--- config.mk ---
export PLATFORM = sky130hd
export DESIGN_NAME = bsps_scan
export DESIGN_NICKNAME = d
export VERILOG_FILES = /design/src/hw/rtl/bsps_pkg.sv /design/src/hw/rtl/bsps_scan.sv
export SDC_FILE = /design/constraint.sdc
export NUM_CORES = 1
export LEC_CHECK = 0
export ABC_AREA = 1
export BUFFER_PORTS_ARGS = -buffer_cell sky130_fd_sc_hd__clkbuf_2
export CAP_MARGIN = 30
export CELL_PAD_IN_SITES_DETAIL_PLACEMENT = 2
export CELL_PAD_IN_SITES_GLOBAL_PLACEMENT = 2
export CORE_MARGIN = 5
export CORE_UTILIZATION = 29
export DETAILED_ROUTE_END_ITERATION = 10
export GPL_TIMING_DRIVEN = 0
export PLACE_DENSITY = 0.79
export SLEW_MARGIN = 30
export SYNTH_ARGS = -nofsm -noshare
export SYNTH_HDL_FRONTEND = slang
export SYNTH_SLANG_ARGS = --single-unit
--- constraint.sdc ---
create_clock -name clk -period 2.8 [get_ports clk]
set_input_delay 0.56 -clock clk [delete_from_list [all_inputs] [get_ports clk]]
set_output_delay 0.56 -clock clk [all_outputs]
set_load 0.1 [all_outputs]
--- src/hw/rtl/bsps_pkg.sv ---
package bsps_pkg;

    localparam int IDX_W    = 7;
    localparam int VAL_W    = 32;
    localparam int RES_W    = 38;
    localparam int ACC_W    = 64;

    typedef enum logic [2:0] {
        MODE_INSERT = 3'd0,
        MODE_INC    = 3'd1,
        MODE_DEC    = 3'd2,
        MODE_SET    = 3'd3,
        MODE_GET    = 3'd4,
        MODE_PREFIX = 3'd5,
        MODE_FIND   = 3'd6,
        MODE_CLEAR  = 3'd7
    } mode_t;

    typedef enum logic [1:0] {
        OP_NONE   = 2'd0,
        OP_INSERT = 2'd1,
        OP_WRITE  = 2'd2,
        OP_CLEAR  = 2'd3
    } store_op_t;

    typedef struct packed {
        store_op_t          op;
        logic [IDX_W-1:0]   addr;
        logic [ACC_W-1:0]   data;
    } store_cmd_t;

endpackage

--- src/hw/rtl/bsps_scan.sv ---
module bsps_scan
    import bsps_pkg::*;
#(
    parameter int VALUE_BITS = 32,
    parameter int ENTRIES    = 64
)
(
    input  logic                  clk,
    input  logic                  rst_n,
    input  logic                  start,
    input  logic                  find,
    input  logic [IDX_W-1:0]      limit,
    input  logic [VAL_W-1:0]      target,
    input  logic [VALUE_BITS-1:0] entry,
    output logic [IDX_W-1:0]      addr,
    output logic                  done,
    output logic [RES_W-1:0]      result
);

    logic                busy_reg, busy_next;
    logic                done_reg, done_next;
    logic [IDX_W-1:0]    k_reg, k_next;
    logic [IDX_W-1:0]    best_reg, best_next;
    logic [ACC_W-1:0]    p_reg, p_next;
    logic [ACC_W-1:0]    q_reg, q_next;
    logic [ACC_W-1:0]    sum;
    logic [ACC_W-1:0]    tgt;

    assign tgt  = ACC_W'(target);
    assign sum  = p_reg + ACC_W'(entry);
    assign addr = k_reg;
    assign done = done_reg;

    always_comb
    begin
        busy_next = busy_reg;
        done_next = 1'b0;
        k_next    = k_reg;
        best_next = best_reg;
        p_next    = p_reg;
        q_next    = q_reg;
        if (start)
        begin
            busy_next = 1'b1;
            k_next    = '0;
            best_next = '0;
            p_next    = '0;
            q_next    = '0;
        end
        else if (busy_reg)
        begin
            if (find)
            begin
                if (k_reg == '0 || p_reg < tgt)
                begin
                    best_next = k_reg;
                    q_next    = sum;
                end
                p_next = sum;
            end
            else if (k_reg < limit)
            begin
                p_next = sum;
            end
            k_next = k_reg + IDX_W'(1);
            if (k_reg == IDX_W'(ENTRIES - 1))
            begin
                busy_next = 1'b0;
                done_next = 1'b1;
            end
        end
    end

    always_comb
    begin
        if (find)
        begin
            result = RES_W'(best_reg) + RES_W'(q_reg <= tgt);
        end
        else
        begin
            result = p_reg[RES_W-1:0];
        end
    end

    always_ff @(posedge clk or negedge rst_n)
    begin
        if (!rst_n)
        begin
            busy_reg <= 1'b0;
            done_reg <= 1'b0;
            k_reg    <= '0;
        end
        else
        begin
            busy_reg <= busy_next;
            done_reg <= done_next;
            k_reg    <= k_next;
        end
    end

    always_ff @(posedge clk)
    begin
        best_reg <= best_next;
        p_reg    <= p_next;
        q_reg    <= q_next;
    end

endmodule

==> results of run 1 <==
-- logic make-up (layout without fill, tap and decap cells) --
| logic type | count (synthesis) | count (layout) | share of synthesized area |
|---|---|---|---|
| buffers and inverters | 433 | 597 | 0.1418 |
| adders and majority gates | 106 | 106 | 0.1109 |
| and+or+nand+nor | 1075 | 1075 | 0.3688 |
| DFF | 144 | 144 | 0.2434 |
| AOI/OAI and AO/OA | 247 | 247 | 0.1147 |
| xor gates and xnor gates | 28 | 28 | 0.02039 |
-- stage by stage --
step           total power [uW]  hold WS, ns
2_1_floorplan              8041       0.2644
3_3_place_gp              10020       0.4346
6_report                  13370       0.4641
5_1_grt                   14250       0.4715
3_5_place_dp              10370       0.4434
4_1_cts                   13170       0.4379
-- worst max-delay path by stage --
stage	from	end	slack [ns]	depth (start not counted)
2_1_floorplan	target[23]	result[6]	-0.61	19
3_3_place_gp	target[23]	result[6]	-1.60	21
3_5_place_dp	target[23]	result[6]	-1.67	21
4_1_cts	q_reg[19]$_SDFFE_PP0P_	result[6]	-1.02	17
5_1_grt	q_reg[23]$_SDFFE_PP0P_	result[6]	-1.08	18
6_report	q_reg[23]$_SDFFE_PP0P_	result[6]	-1.02	18
-- critical path: stages (launching register included) --
cell and delay, ns:
dfxtp_2 0.34, ha_4 0.26, nand2_2 0.05, inv_2 0.08, nand3_4 0.08, o211ai_1 0.53
a21oi_1 0.15, nand3_1 0.12, nand2_2 0.07, ha_4 0.17, ha_4 0.16, nand2_4 0.07
nor2_4 0.04, inv_2 0.07, nor2_2 0.04, nand2_2 0.08, xor2_2 0.19, o21ai_4 0.07
clkbuf_16 0.20
-- placed cells by master (no fill, tap or decap), types with 9 or more instances in the layout --
master | Yosys | layout
nand2_1 | 617 | 599
inv_1 | 368 | 354
nor2_1 | 230 | 224
a21oi_1 | 144 | 136
nand3_1 | 135 | 127
dfxtp_1 | 135 | 121
clkbuf_2 | 0 | 116
ha_1 | 105 | 87
nand4_1 | 40 | 40
o21ai_0 | 46 | 39
o211ai_1 | 36 | 36
clkbuf_1 | 33 | 28
xnor2_1 | 26 | 26
clkbuf_16 | 0 | 25
buf_4 | 5 | 18
ha_4 | 0 | 17
nand2_2 | 3 | 15
nor3_1 | 18 | 15
dfxtp_2 | 0 | 14
nor4_1 | 14 | 12
inv_2 | 2 | 10
dfrtp_1 | 9 | 9
-- power by group through the flow --
stage,logic (uW),registers (uW),clock network (uW)
after global routing,8390,3250,2610
after global placement,6860,3160,0
after detailed placement,7180,3190,0
after floorplan,5100,2940,0
final,7670,3210,2490
after CTS,7470,3170,2530
-- area by class of cell --
type / instances / area (um^2)
flip-flops and latches: 144 / 2945
plain buffers: 62 / 334.1
inverters: 371 / 1420
fillers: 5111 / 26130
multi-input cells: 1456 / 7948
repair buffers: 132 / 863.3
clock inverters: 15 / 192.7
clock buffers: 17 / 425.4
well taps: 532 / 665.6
-- metal layers --
layer,vias up,GRT usage,part of all wire
met3,105,0.03643,0.035
met1,6946,0.3093,0.43
li1,6706,-,-
met5,-,0,0.00022
met4,2,0.1243,0.051
met2,258,0.4571,0.49
-- timing repair --
action / in CTS / in global routing
pin swaps: 19 / 12
resized for setup: 65 / 54
hold buffers: 1 / 0
buffers inserted: 7 / 7
cloned: 0 / 0
endpoints found under the setup margin: 82 / 107
hold endpoints to repair: 9 / 0
==> impl_metrics.toml, run 1 <==
[run_status]
outcome = "complete, but fails checks"
failed_checks = "setup timing"

[timing]
rsz0062_at_grt = "yes"
skew_ns = 0.01958
setup_ws_ns = -1.016
max_freq_mhz = 262.0
tightest_slew_ns = 0.9901
setup_viol = 8
period_minus_slack_ns = 3.816
relSlewSlack = 0.3399
slew_violations = 0
setup_tns_ns = -7.004
finalHoldViolCount = 0
fin_crit_sh = 1.363

[cts]
cts_root_buf = "clkbuf_16"
cts_buffers = 17
clock_latency_ns = 0.47
htree_levels = 4
clockBufferDepth = 2
cts.sinks = 144
clkTransAtPathRegs_ns = 0.08
cts_tree = "done"

[placement]
dp_hpwl_mm = 49.34
port_buffers = 119
pre_cts_ws_ns = -1.669
placedCellCount = 2684
placed_area_um2 = 13600
gp_congestion = 0.9301

[power]
seq_power_share = 0.240
swShare = 0.5309
net-switching-power_uw = 7098
pwr-share-clk = 0.186
powerDensity_nw_per_um2 = 903.8
p_comb_frac = 0.574
ir_drop_mv = 0.5462
leakage_uw = 0.008033
p_int_uw = 6272

[worst_setup_path]
cp_data_required_time_ns = 2.24
worstSetupPathType = "register to output pin"
worstRegToRegCells = 13
worstSetupEndpointType = "output pin"
arrival_ns = 3.26
path_max_fanout = 2
cp-start-kind = "register"
reg2reg_to = "q_reg[2]$_SDFFE_PP0P_"
r2r_slack_ns = 0.13
r2r-start = "p_reg[31]$_SDFFE_PP0P_"

[synth]
postSynthAreaPerCell_um2 = 5.916
synth_top_cell_by_area = "dfxtp_1"
yosysSeqAreaShare = 0.2434
synth.distinct_cells = 42
yosysWarnings = 0
yosysTopAreaCellShare = 0.2247
synth_nets = 2214
ys_seq_elements = 144
synthArstFlopShare = 0.06250
synth-edff-count = 0
mappedNetlistArea_um2 = 12030
synth_common_cells = "nand2_1 (617), inv_1 (368), nor2_1 (230), a21oi_1 (144)"
synthCells = 2033
synth_area_leaders = "dfxtp_1 (22%), nand2_1 (19%), inv_1 (11%), ha_1 (11%), nor2_1 (7.2%)"
synth.most_common_cell = "nand2_1"
ys.flop_type = "dfxtp_1"

[detailed_routing]
vias = 14020
wirelength_mm = 60.07
firstDrtPassIters = 5
viasPerCell = 5.136
drtIter0Drc = 649
drc_errors = 0
ant_nets = 0
wl_per_cell_um = 22.01

[floorplanning]
initial_core_util = 0.2939
top_level_ports = 121
row_count = 74
fp.coreArea_um2 = 40920
fp.dieH_um = 213.7
die_x_um = 213.7
dieArea_um2 = 45650

[final_layout]
final_cell_area_um2 = 14790
layout.cells.non_filler = 2729
antenna_cells = 0
fin_util = 0.3615
nets = 2365
drive_above_1_share = 0.1388
area_delta_synth_final_pct = 23.00

[worst_hold_path]
worstHoldEndpoint = "p_reg[42]$_SDFFE_PP0P_"
hold_path_class = "input port to register"
hold_start = "start"
hold_depth = 4

[global_route]
grt_pass1_vias = 15180
antenna_found_initial = 1
grt_pass1_wl_mm = 89.25
grt_util_all_layers = 0.2588
grt-ovfl-total = 0
grt_max_degree = 18

[run]
maxCapViolCount = 0
Power figures use the tool's default switching activity.
==> run 2: changes to the inputs <==
--- a/config.mk
+++ b/config.mk
@@ -5,16 +5,15 @@
 export SDC_FILE = /design/constraint.sdc
 export NUM_CORES = 1
 export LEC_CHECK = 0
-export ABC_AREA = 1
 export BUFFER_PORTS_ARGS = -buffer_cell sky130_fd_sc_hd__clkbuf_2
 export CAP_MARGIN = 30
 export CELL_PAD_IN_SITES_DETAIL_PLACEMENT = 2
 export CELL_PAD_IN_SITES_GLOBAL_PLACEMENT = 2
 export CORE_MARGIN = 5
-export CORE_UTILIZATION = 29
+export CORE_UTILIZATION = 31
 export DETAILED_ROUTE_END_ITERATION = 10
 export GPL_TIMING_DRIVEN = 0
-export PLACE_DENSITY = 0.79
+export PLACE_DENSITY = 0.74
 export SLEW_MARGIN = 30
 export SYNTH_ARGS = -nofsm -noshare
 export SYNTH_HDL_FRONTEND = slang
==> run 2 against run 1 <==
  * Cell count fell by 27%
  * The flow still finishes with violations (setup timing)
  * Via count fell by 20%
  * Sequential power barely moved
  * Routed wire length fell by 13%
  * Hold slack got worse by 0.0022 ns
  * Utilization rose by 9.0 points
  * Critical path type unchanged
  * Clock skew fell by 0.0047 ns
==> impl_metrics.toml, run 2 <==
[final_layout]
area_delta_synth_final_pct = 44.19
drive_above_1_share = 0.3483
layout_common_cells = "nand2_1 (164), clkbuf_2 (120), dfxtp_1 (113), nor2_1 (106), a21oi_1 (99)"
nets = 1707
multi_input_area_um2 = 8342
antenna_cells = 0
nFillCells = 3551
final_common_cell = "nand2_1"
final_cell_area_um2 = 14610
regArea_um2 = 2972

[cts]
clkTransAtPathRegs_ns = 0.06
cts_root_buf = "clkbuf_16"
htree_levels = 4
clock_latency_ns = 0.45
clockBufferDepth = 2
cts_buffers = 17
cts.sinks = 144
cts_tree = "done"

[floorplanning]
row_count = 66
fp.dieH_um = 190.8
dieArea_um2 = 36410
initial_core_util = 0.3131
top_level_ports = 121
fp.coreArea_um2 = 32370
die_x_um = 190.8

[global_route]
grt-ovfl-total = 0
grt_max_degree = 17
grt_pass1_vias = 11880
grt_util_all_layers = 0.2567
antenna_found_initial = 0
grt_pass1_wl_mm = 71.62

[worst_setup_path]
cp.buffers_inverters = 1
arrival_ns = 3.82
path_max_fanout = 3
cp-start-kind = "register"
max_stage_delay_ns = 0.34
cp_top_family = "compound AO/OA/AOI/OAI gates"
crit_path_cell_trace = "ha_4 > a21o_1 > a21o_1 > a221o_1 > a221o_1 > a2111oi_2 > o21ai_1 > nor3_1 > a21o_1 > ha_4 > ha_4 > nand2_1 > nor2_4 > xnor2_2 > a21oi_4 > clkbuf_16"
cp_data_required_time_ns = 2.24
worst_path_max_delay_cell = "dfxtp_2"
worstSetupEndpointType = "output pin"
worstSetupPathType = "register to output pin"

[synth]
yosysSeqAreaShare = 0.2889
synth-edff-count = 0
synth_top_cell_by_area = "dfxtp_1"
postSynthAreaPerCell_um2 = 7.655
synth_area_leaders = "dfxtp_1 (27%), ha_1 (13%), a21oi_1 (6.8%), nand2_1 (6.5%), xnor2_1 (4.8%)"
synth.distinct_cells = 67
synth.most_common_cell = "nand2_1"
synth_nets = 1505
ys.flop_type = "dfxtp_1"
synth_common_cells = "nand2_1 (176), a21oi_1 (138), dfxtp_1 (135), nor2_1 (117), ha_1 (105)"
synthCells = 1324
ys_seq_elements = 144
yosysTopAreaCellShare = 0.2667
mappedNetlistArea_um2 = 10130
yosysWarnings = 0
synthArstFlopShare = 0.06250

[timing]
fin_crit_sh = 1.565
skew_ns = 0.01489
max_freq_mhz = 228.2
period_minus_slack_ns = 4.381
rsz0062_at_grt = "yes"
relSlewSlack = 0.3967
finalHoldViolCount = 0
setup_ws_ns = -1.581
setup_viol = 95
tightest_slew_ns = 0.9050
slew_violations = 0

[placement]
pre_cts_ws_ns = -1.933
gp_congestion = 0.8842
port_buffers = 120
placed_area_um2 = 11610
dp_hpwl_mm = 34.23

[detailed_routing]
ant_nets = 0
drc_errors = 0
wl_per_cell_um = 26.32
vias = 11270
viasPerCell = 5.688
wirelength_mm = 52.14
firstDrtPassIters = 5
drtIter0Drc = 589

[run]
maxCapViolCount = 0

[run_status]
failed_checks = "setup timing"
outcome = "complete, but fails checks"

[power]
powerDensity_nw_per_um2 = 962.0
leakage_uw = 0.005802
ir_drop_mv = 0.5202

[worst_hold_path]
hold_path_class = "register to register"
## run 2: cell count changes in the layout (fill, tap and decap cells not counted), sizes merged, moves of 30 or more
cell    change
a211oi     +38
a21o       +30
buf        +55
inv       -322
nand2     -444
nand3      -93
nor2      -113
nor2b      +35
## run 2: worst reg2reg max path, stage by stage, from the launching register on
cell,delay [ns]
dfxtp_4,0.36
ha_4,0.14
inv_2,0.04
fa_2,0.36
nor2b_2,0.17
o211ai_1,0.11
buf_4,0.16
a211oi_4,0.23
buf_6,0.16
buf_6,0.12
o21ai_4,0.07
a31oi_4,0.31
o21ai_4,0.15
or3_1,0.39
a311oi_1,0.22
## run 2: logic make-up (layout without fill, tap and decap cells)
family,count (synthesis),count (layout),synth area share
XOR/XNOR,81,81,0.07000
flip-flops,144,144,0.2889
buffers and inverters,131,345,0.05111
multiplexers,3,3,0.003210
AO/OA/AOI/OAI,340,340,0.2106
AND/OR/NAND/NOR,519,520,0.2446
adder cells (fa/ha/maj),106,106,0.1316
## run 2: final cells by class
class	instances	area share
well taps	442	0.03785
plain buffers	66	0.02963
clock inverters	13	0.01276
flip-flops and latches	144	0.2034
inverters	54	0.01473
multi-input cells	1050	0.5709
clock buffers	19	0.02963
repair buffers	193	0.1012
## run 2: per-layer routing
layer | global-route usage | vias to the layer above | wire length, um
met1 | 0.3358 | 5686 | 22590
met4 | 0.06133 | 0 | 1643
met5 | 0 | - | 0
met3 | 0.03680 | 124 | 2240
met2 | 0.4472 | 348 | 25670
li1 | - | 5110 | -
## run 2: metrics by stage
step	power (uW)	instances	utilization	hold slack (ns)	TNS (ns)
6_report	14060	1981	0.4514	0.4619	-21.67
5_1_grt	14600	1981	0.4514	0.4781	-35.22
4_1_cts	12790	1961	0.4259	0.4658	-13.40
3_5_place_dp	9079	1886	0.3587	0.4304	-143.95
3_3_place_gp	8864	1886	0.3586	0.4293	-149.89
2_1_floorplan	7220	1324	-	0.2644	-9.302
## run 2: report_power, final
| part | internal, uW | switching, uW | leakage, uW | total, uW |
|---|---|---|---|---|
| logic | 3100 | 5230 | 0.00428 | 8330 |
| clock network | 1500 | 1030 | 0.000290 | 2530 |
| registers | 2570 | 627 | 0.00123 | 3200 |
## run 2: final timing paths
check	from	end	slack, ns	cells past startpoint
setup / recovery	q_reg[18]$_SDFFE_PP0P_	result[6]	-1.58	16
hold reg to reg	q_reg[9]$_SDFFE_PP0P_	q_reg[9]$_SDFFE_PP0P_	0.46	2
hold / removal	q_reg[9]$_SDFFE_PP0P_	q_reg[9]$_SDFFE_PP0P_	0.46	2
setup reg to reg	p_reg[0]$_SDFFE_PP0P_	q_reg[44]$_SDFFE_PP0P_	-0.31	14
max in group asynchronous	rst_n	addr[4]$_DFFE_PN0P_	2.08	2
min in group asynchronous	rst_n	addr[0]$_DFFE_PN0P_	0.51	2
## run 2: what timing repair did
item | 4_1_cts | 5_1_grt
resized for setup | 249 | 152
buffers inserted | 42 | 30
cloned | 4 | 0
endpoints found under the hold margin | 9 | 0
setup endpoints to repair | 161 | 137
hold buffers | 1 | 0
pin swaps | 66 | 78
==> run 3: changes to the inputs <==
==> constraint.sdc (replaced) <==
create_clock -name clk -period 2.8 [get_ports clk]
set_input_delay 0.28 -clock clk [delete_from_list [all_inputs] [get_ports clk]]
set_output_delay 0.28 -clock clk [all_outputs]
set_load 0.1 [all_outputs]
==> run 3 against run 2 <==
  * The flow still finishes with violations (setup timing)
  * Clock skew increased by 0.0039 ns
  * Worst setup slack improved by 0.22 ns
  * Combinational power grew 2%
  * Sequential cell count did not move
  * First-iteration DRC count rose by 27%
  * Register-to-register slack got worse by 0.10 ns
  * Fmax grew 5.3%
  * Critical path depth did not move
  * Final area rose by 1.3%
  * Highest routed layer unchanged
==> impl_metrics.toml, run 3 (synthesis gave the netlist of run 2 again) <==
[run_status]
outcome = "complete, but fails checks"
failed_checks = "setup timing"

[power]
leakage_uw = 0.005872
seq_power_share = 0.224
pwr-share-clk = 0.183
swShare = 0.4879
p_int_uw = 7334
ir_drop_mv = 0.5357
p_comb_frac = 0.593
net-switching-power_uw = 6987
powerDensity_nw_per_um2 = 967.1

[detailed_routing]
firstDrtPassIters = 5
vias = 11640
drc_errors = 0
ant_nets = 0
wirelength_mm = 55.05
drtIter0Drc = 750
wl_per_cell_um = 27.63
viasPerCell = 5.844

[final_layout]
nets = 1718
fin_util = 0.4574
final_common_cell = "nand2_1"
layout_common_cells = "nand2_1 (167), clkbuf_2 (117), dfxtp_1 (114), nor2_1 (106), a21oi_1 (96)"
area_delta_synth_final_pct = 46.11
layout.cells.non_filler = 1992
drive_above_1_share = 0.3394
antenna_cells = 0

[worst_setup_path]
cp-start-kind = "register"
arrival_ns = 3.88
worstRegToRegCells = 15
worstSetupEndpointType = "output pin"
startpoint = "q_reg[18]$_SDFFE_PP0P_"
cp_data_required_time_ns = 2.52
path_max_fanout = 3
r2r_slack_ns = -0.41
reg2reg_to = "q_reg[62]$_SDFFE_PP0P_"
crit_path_end = "result[6]"
r2r-start = "p_reg[1]$_SDFFE_PP0P_"
worstSetupPathType = "register to output pin"

[timing]
setup_viol = 104
slew_violations = 0
skew_ns = 0.01875
relSlewSlack = 0.3030
max_freq_mhz = 240.4
setup_ws_ns = -1.360
rsz0062_at_grt = "yes"
fin_hold_ws_ns = 0.2340
finalHoldViolCount = 0
fin_crit_sh = 1.486
tightest_slew_ns = 1.046
period_minus_slack_ns = 4.160

[placement]
dp_hpwl_mm = 34.13
gp_congestion = 0.8594
port_buffers = 120
placedCellCount = 1886

[floorplanning]
top_level_ports = 121
row_count = 66
fp.coreArea_um2 = 32370
die_x_um = 190.8
initial_core_util = 0.3131
dieArea_um2 = 36410
fp.dieH_um = 190.8

[cts]
cts.sinks = 144
cts_buffers = 17
cts_root_buf = "clkbuf_16"
cts_tree = "done"
clockBufferDepth = 2
clkTransAtPathRegs_ns = 0.06
clock_latency_ns = 0.45
htree_levels = 4

[global_route]
grt-ovfl-total = 0
grt_pass1_vias = 12210
grt_max_degree = 17
antenna_found_initial = 0
grt_util_all_layers = 0.2619
grt_pass1_wl_mm = 73.10

[run]
maxCapViolCount = 0

[worst_hold_path]
hold_path_class = "input port to asynchronous set/reset pin"
## run 3: cell count changes in the layout (fill, tap and decap cells not counted), moves of 6 or more
cell / delta
buf_6: +15
clkbuf_4: -6
nor2b_1: +26
nor2b_2: -26
nor4_2: +7
o21ai_2: +8
## run 3: worst min-delay path by stage
stage          start  slack, ns                      to
2_1_floorplan  rst_n      -0.02     addr[0]$_DFFE_PN0P_
3_3_place_gp   rst_n       0.15     addr[3]$_DFFE_PN0P_
3_5_place_dp   rst_n       0.15     addr[3]$_DFFE_PN0P_
4_1_cts        start       0.23  p_reg[34]$_SDFFE_PP0P_
5_1_grt        rst_n       0.26     addr[4]$_DFFE_PN0P_
6_report       rst_n       0.23     addr[3]$_DFFE_PN0P_
## run 3: what timing repair did
| item | CTS | global route |
|---|---|---|
| resized for setup | 285 | 170 |
| hold buffers | 1 | 0 |
| endpoints found under the hold margin | 9 | 0 |
| setup endpoints to repair | 143 | 139 |
| buffers inserted | 52 | 39 |
| pin swaps | 85 | 100 |
| cloned | 2 | 2 |
## run 3: stage by stage
step | TNS (ns) | total power [uW] | area, um^2 | worst slack, ns
6_report | -25.15 | 14320 | 14810 | -1.360
3_3_place_gp | -94.84 | 8762 | 11430 | -1.252
3_5_place_dp | -105.31 | 8956 | 11430 | -1.507
5_1_grt | -34.13 | 14890 | 14810 | -1.464
2_1_floorplan | -4.853 | 7125 | 10280 | -0.7931
4_1_cts | -16.96 | 12790 | 13760 | -1.363
## run 3: routing by layer
metal  part of all wire  global-route usage  vias to the layer above
li1                   -                   -                     5125
met1               0.42              0.3315                     6020
met2               0.51              0.4618                      369
met3              0.040             0.03039                      128
met4              0.035             0.08923                        0
met5                  0                   0                        -
## run 3: layout make-up
| cell class | count | area (um^2) |
|---|---|---|
| Fill cell | 3525 | 17560 |
| Multi-Input combinational cell | 1050 | 8386 |
| Sequential cell | 144 | 2970 |
| Timing Repair Buffer | 206 | 1624 |
| Tap cell | 442 | 553.0 |
| Clock buffer | 21 | 450.4 |
| Buffer | 64 | 435.4 |
| Inverter | 54 | 202.7 |
| Clock inverter | 11 | 186.4 |
## run 3: power by group through the flow
stage | Combinational [uW] | Sequential (uW) | Clock [uW]
2_1_floorplan | 4260 | 2870 | 0
3_3_place_gp | 5680 | 3090 | 0
3_5_place_dp | 5850 | 3100 | 0
4_1_cts | 7080 | 3110 | 2600
5_1_grt | 8930 | 3250 | 2710
6_report | 8490 | 3210 | 2620
## run 3: critical path, stage by stage (launching register included)
cell       delay, ns
dfxtp_2         0.34
ha_4            0.23
a21o_1          0.15
a21o_1          0.15
a221o_1         0.30
a221o_1         0.40
a2111oi_4       0.34
o21ai_2         0.12
nor3_2          0.17
a21o_1          0.20
ha_4            0.18
ha_4            0.14
nand2_2         0.07
nor2_4          0.12
xnor2_2         0.10
a21oi_4         0.19
clkbuf_16       0.23
